[config.mk]
export PLATFORM = sky130hd
export DESIGN_NAME = yuyv_to_argb_converter
export DESIGN_NICKNAME = d
export VERILOG_FILES = /design/src/sv/yta_pkg.sv /design/src/sv/yta_chroma.sv /design/src/sv/yta_pixel.sv /design/src/sv/yuyv_to_argb_converter.sv
export SDC_FILE = /design/constraint.sdc
export NUM_CORES = 1
export LEC_CHECK = 0
export ABC_AREA = 1
export BUFFER_PORTS_ARGS = -buffer_cell sky130_fd_sc_hd__buf_2
export CAP_MARGIN = 20
export CORE_MARGIN = 3
export CORE_UTILIZATION = 64
export DETAILED_ROUTE_END_ITERATION = 8
export HOLD_SLACK_MARGIN = 0.02
export PLACE_DENSITY = 0.83
export SLEW_MARGIN = 5
export SYNTH_ARGS = -nofsm -noshare
export SYNTH_HDL_FRONTEND = slang
export SYNTH_SLANG_ARGS = --single-unit
export TNS_END_PERCENT = 20
[constraint.sdc]
create_clock -name i_clk -period 8.75 [get_ports i_clk]
set_input_delay 0.875 -clock i_clk [delete_from_list [all_inputs] [get_ports i_clk]]
set_output_delay 0.875 -clock i_clk [all_outputs]
set_load 0.05 [all_outputs]
[src/sv/yta_pkg.sv]
// yta_pkg: shared types and constants for the yuyv to argb converter
// no dependencies; used by every module of the block

package yta_pkg;

    localparam int TERM_W = 27;

    // q16 color coefficients, rounded to nearest
    localparam logic signed [TERM_W-1:0] COEF_RED_CR   = 27'sd92242;
    localparam logic signed [TERM_W-1:0] COEF_GREEN_CB = 27'sd22643;
    localparam logic signed [TERM_W-1:0] COEF_GREEN_CR = 27'sd46983;
    localparam logic signed [TERM_W-1:0] COEF_BLUE_CB  = 27'sd116589;

    localparam int         FRAC_BITS   = 16;
    localparam logic [7:0] CHANNEL_MAX = 8'd255;

    typedef struct packed {
        logic [7:0] luma_first;
        logic [7:0] chroma_blue;
        logic [7:0] luma_second;
        logic [7:0] chroma_red;
        logic       frame_end;
    } t_yuyv_in;

    typedef struct packed {
        logic [23:0] pixel_first;
        logic [23:0] pixel_second;
        logic        frame_end_out;
    } t_argb_out;

    typedef struct packed {
        logic signed [TERM_W-1:0] red;
        logic signed [TERM_W-1:0] green;
        logic signed [TERM_W-1:0] blue;
    } t_chroma_terms;

endpackage

[src/sv/yta_chroma.sv]
// yta_chroma: q16 chroma contributions shared by both pixels of a pair
// depends on yta_pkg

module yta_chroma (
    input  logic [7:0]             i_chroma_blue,
    input  logic [7:0]             i_chroma_red,
    output yta_pkg::t_chroma_terms o_terms
);

    logic signed [7:0]                  cb_off;
    logic signed [7:0]                  cr_off;
    logic signed [yta_pkg::TERM_W-1:0]  cb_ext;
    logic signed [yta_pkg::TERM_W-1:0]  cr_ext;

    // offset from 128 is the byte with its top bit flipped
    assign cb_off = signed'({~i_chroma_blue[7], i_chroma_blue[6:0]});
    assign cr_off = signed'({~i_chroma_red[7], i_chroma_red[6:0]});

    assign cb_ext = signed'({{(yta_pkg::TERM_W-8){cb_off[7]}}, cb_off});
    assign cr_ext = signed'({{(yta_pkg::TERM_W-8){cr_off[7]}}, cr_off});

    assign o_terms.red   = yta_pkg::COEF_RED_CR * cr_ext;
    assign o_terms.green = -(yta_pkg::COEF_GREEN_CB * cb_ext)
                           - (yta_pkg::COEF_GREEN_CR * cr_ext);
    assign o_terms.blue  = yta_pkg::COEF_BLUE_CB * cb_ext;

endmodule

[src/sv/yta_pixel.sv]
// yta_pixel: adds luma to the chroma terms, truncates and clamps one pixel
// depends on yta_pkg

module yta_pixel (
    input  logic [7:0]             i_luma,
    input  yta_pkg::t_chroma_terms i_terms,
    output logic [23:0]            o_pixel
);

    logic signed [yta_pkg::TERM_W-1:0] base;
    logic signed [yta_pkg::TERM_W-1:0] sum_r;
    logic signed [yta_pkg::TERM_W-1:0] sum_g;
    logic signed [yta_pkg::TERM_W-1:0] sum_b;

    function automatic logic [7:0] clamp_q16(input logic signed [yta_pkg::TERM_W-1:0] sum);
        logic [yta_pkg::TERM_W-yta_pkg::FRAC_BITS-2:0] whole;
        whole = sum[yta_pkg::TERM_W-2:yta_pkg::FRAC_BITS];
        if (sum[yta_pkg::TERM_W-1]) begin
            clamp_q16 = 8'd0;
        end else if (whole > {2'b00, yta_pkg::CHANNEL_MAX}) begin
            clamp_q16 = yta_pkg::CHANNEL_MAX;
        end else begin
            clamp_q16 = whole[7:0];
        end
    endfunction

    assign base  = signed'({3'b000, i_luma, 16'h0000});
    assign sum_r = base + i_terms.red;
    assign sum_g = base + i_terms.green;
    assign sum_b = base + i_terms.blue;

    assign o_pixel = {clamp_q16(sum_r), clamp_q16(sum_g), clamp_q16(sum_b)};

endmodule

[src/sv/yuyv_to_argb_converter.sv]
// yuyv_to_argb_converter: top level, input register, color math, result register
// depends on yta_pkg, yta_chroma, yta_pixel

// Converts one YUYV 4:2:2 pair into two 24-bit RGB pixels per transaction.
// A transaction is taken whenever start is high; busy is never raised, so one
// pair can enter every clock. The result appears on o_result with o_done high
// for one cycle, once the transaction has passed the input register and then
// the multipliers and clamps into the result register. The receiver cannot
// stall the block and must take every result.

module yuyv_to_argb_converter (
    input  logic                i_clk,
    input  logic                i_rst_n,
    input  logic                start,
    input  yta_pkg::t_yuyv_in   i_item,
    output logic                busy,
    output logic                o_done,
    output yta_pkg::t_argb_out  o_result
);

    logic                   r_in_valid;
    yta_pkg::t_yuyv_in      r_in;
    logic                   r_done;
    yta_pkg::t_argb_out     r_out;
    yta_pkg::t_argb_out     n_out;
    yta_pkg::t_chroma_terms terms;

    assign busy = 1'b0;

    always_ff @(posedge i_clk) begin
        if (!i_rst_n) begin
            r_in_valid <= 1'b0;
            r_done     <= 1'b0;
        end else begin
            r_in_valid <= start && !busy;
            r_done     <= r_in_valid;
        end
    end

    always_ff @(posedge i_clk) begin
        if (start && !busy) begin
            r_in <= i_item;
        end
        if (r_in_valid) begin
            r_out <= n_out;
        end
    end

    yta_chroma u_chroma (
        .i_chroma_blue (r_in.chroma_blue),
        .i_chroma_red  (r_in.chroma_red),
        .o_terms       (terms)
    );

    yta_pixel u_pixel_first (
        .i_luma  (r_in.luma_first),
        .i_terms (terms),
        .o_pixel (n_out.pixel_first)
    );

    yta_pixel u_pixel_second (
        .i_luma  (r_in.luma_second),
        .i_terms (terms),
        .o_pixel (n_out.pixel_second)
    );

    assign n_out.frame_end_out = r_in.frame_end;

    assign o_done   = r_done;
    assign o_result = r_out;

    a_done_follows_start: assert property (@(posedge i_clk) disable iff (!i_rst_n)
        (start && !busy) |=> ##1 o_done)
        else $error("transaction taken without a result two cycles later");

    a_done_has_start: assert property (@(posedge i_clk) disable iff (!i_rst_n)
        o_done |-> $past(start, 2))
        else $error("result without a transaction two cycles earlier");

    a_frame_end_kept: assert property (@(posedge i_clk) disable iff (!i_rst_n)
        o_done |-> (o_result.frame_end_out == $past(i_item.frame_end, 2)))
        else $error("frame end marker not carried through");

endmodule
==> flow_metrics.py <==
metrics = {
    "synthesis": {
        "ys_warn_count": 0,
        "syn_area_per_cell_um2": 7.917,
        "yosysUniqueCellTypes": 44,
        "synth_area_um2": 14920,
        "yosysSeqAreaShare": 0.1678,
        "syn_inst": 1884,
        "yosysTopAreaCellShare": 0.2550,
        "syn_nets": 2332,
        "synth_top_cells_by_area": "ha_1, edfxtp_1, fa_1, inv_1, nand2_1",
        "synth_seq_cells": 84,
        "synth.largest_area_cell": "ha_1",
    },
    "routing": {
        "first_pass_iters": 7,
        "wirelength_mm": 36.19,
        "vias": 12620,
        "first_iter_violations": 840,
        "vias_per_cell": 5.477,
        "wl_per_cell_um": 15.70,
        "final_antenna_net_count": 0,
        "drc": 0,
    },
    "critical_path": {
        "critPathKind": "reg -> reg",
        "cpMostUsedCell": "inv_1",
        "arrival_ns": 8.23,
        "cp_max_fo": 8,
        "end_kind": "flip-flop",
        "crit_slowest_cell": "fa_1",
        "cp.required_ns": 8.86,
        "critPathLaunchType": "flip-flop",
        "max_stage_delay_ns": 0.64,
    },
    "cells_and_area": {
        "syn_to_final_growth_pct": 8.053,
        "num-fill-cells": 1841,
        "antenna_cells": 0,
        "fin_nets": 2435,
        "drive_gt1_frac": 0.07179,
    },
    "clocking": {
        "clkTransAtPathRegs_ns": 0.09,
        "clock_path_buffers": 2,
        "ctsRootBufferMaster": "clkbuf_16",
        "clock-sinks": 84,
        "htreeDepth": 3,
        "clk_latency_ns": 0.37,
        "tritoncts": "done",
        "cts_buffers": 9,
    },
    "place": {
        "dp_slack_ns": 0.6454,
        "port_buffers": 85,
        "post-dp-hpwl_mm": 30.70,
        "place.gp.congestion": 0.9716,
    },
    "timing": {
        "hold_viol": 0,
        "setup_tns_ns": 0,
        "postLayoutSetupSlackWorst_ns": 0.6352,
        "max_freq_mhz": 123.2,
        "drv_slew": 0,
        "rsz0062_at_grt": "false",
        "worst_slew_pin_slew_ns": 0.9409,
        "layout_min_cycle_time_ns": 8.115,
        "relSlewSlack": 0.3727,
        "period_share": 0.9274,
        "skew_ns": 0.02477,
        "setup_viol": 0,
    },
    "floorplan": {
        "die_h_um": 158.7,
        "die-area_um2": 25170,
        "die_x_um": 158.7,
        "start_util": 0.6548,
        "ioPinCount": 87,
        "num_rows": 55,
        "core_um2": 22780,
    },
    "hold_path": {
        "holdCritPathClass": "reg -> reg",
    },
    "global_route": {
        "grt_pass1_vias": 12300,
        "antenna_found_initial": 0,
        "overflow": 0,
        "track_usage": 0.2944,
        "grt_pass1_wl_mm": 58.76,
        "grt_max_degree": 51,
    },
    "run": {
        "maxCapViolCount": 0,
    },
    "outcome": {
        "status": "completed",
    },
}
## per-layer routing
layer | global-route usage | vias to the layer above | wire length [um]
met1 | 0.3856 | 5772 | 15300
li1 | - | 6293 | -
met3 | 0.05545 | 87 | 2834
met4 | 0.1045 | 0 | 1056
met2 | 0.4888 | 472 | 17000
met5 | 0 | - | 0
## cell usage in the layout, fill, tap and decap left out, types with 3 or more instances in the layout
master and count:
a21o_1 13, a21oi_1 133, a21oi_2 4, a31oi_1 8, buf_2 85, buf_4 7
clkbuf_16 9, edfxtp_1 82, fa_1 108, ha_1 304, inv_1 422, nand2_1 369
nand2_2 11, nand3_1 102, nand3_2 3, nand3b_1 8, nand4_1 19, nor2_1 103
nor3_1 14, o211ai_1 6, o21a_1 4, o21ai_0 39, o21ai_1 3, o21bai_1 9
xnor2_1 37, xor2_1 52
## cell usage after synthesis, drive strengths merged
master / instances
xor2: 54
nand3b: 8
conb: 1
xnor2: 37
a21oi: 137
buf: 1
o2111ai: 1
a21boi: 1
o211a: 2
a311oi: 1
ha: 304
o21a: 4
a22oi: 1
o31ai: 1
o21bai: 9
a21o: 13
nor2: 106
fa: 108
nor3: 16
inv: 425
nor4: 1
nand2: 380
dfxtp: 2
nand4: 20
a31oi: 8
o221ai: 1
or2: 2
o211ai: 6
edfxtp: 82
nand3: 105
o21ai: 43
a211oi: 2
a31o: 2
## cell type report
class,instances,area [um2],area share
Multi-Input combinational cell,1374,10820,0.6712
Clock buffer,9,225.2,0.01397
Timing Repair Buffer,93,498.0,0.03090
Inverter,425,1599,0.09922
Sequential cell,84,2504,0.1553
Tap cell,313,391.6,0.02430
Clock inverter,7,81.33,0.005046
## logic make-up after synthesis
logic type,synth area share
AO/OA/AOI/OAI,0.08791
XOR/XNOR,0.05469
adder cells (fa/ha/maj),0.4000
buffers and inverters,0.1075
flip-flops,0.1678
other,0.0002514
AND/OR/NAND/NOR,0.1819
## final timing paths
path	startpoint	endpoint	slack, ns	depth (start not counted)
max	r_in[23]	o_result[15]	0.64	33
min	n_out[0]	o_result[0]	0.44	0
max reg2reg	r_in[23]	o_result[15]	0.64	33
min reg2reg	n_out[0]	o_result[0]	0.44	0
## sequential cells by signal, summed over array words and instances, names as in the netlist
signal and cells:
r_in 32, r_in_valid 1, n_out 1, o_result 49
o_done 1
## worst max-delay path: cells and delay by family (launching register included)
kind,cells,cell delay [ns]
flip-flops,1,0.53
buffers and inverters,6,0.58
XOR/XNOR,2,0.36
AO/OA/AOI/OAI,10,2.04
AND/OR/NAND/NOR,6,0.64
adder cells (fa/ha/maj),9,3.68
## through the flow
step / hold WS (ns) / utilization / instance area, um2 / std cells
detailed placement: 0.4327 / 0.6911 / 15740 / 2283
CTS: 0.4442 / 0.7045 / 16050 / 2299
global placement: 0.4084 / 0.6911 / 15740 / 2283
floorplan: 0.4003 / - / 14920 / 1884
global route: 0.4519 / 0.7076 / 16120 / 2305
finish: 0.4390 / 0.7076 / 16120 / 2305
## repair_timing
action                     4_1_cts  5_1_grt
resized for setup                0        2
buffers inserted                 0        5
setup endpoints to repair        0       11
hold buffers                     0        0
Power is not shown: default switching activity piles up to over one toggle a cycle in this logic, so the estimate is an artifact.
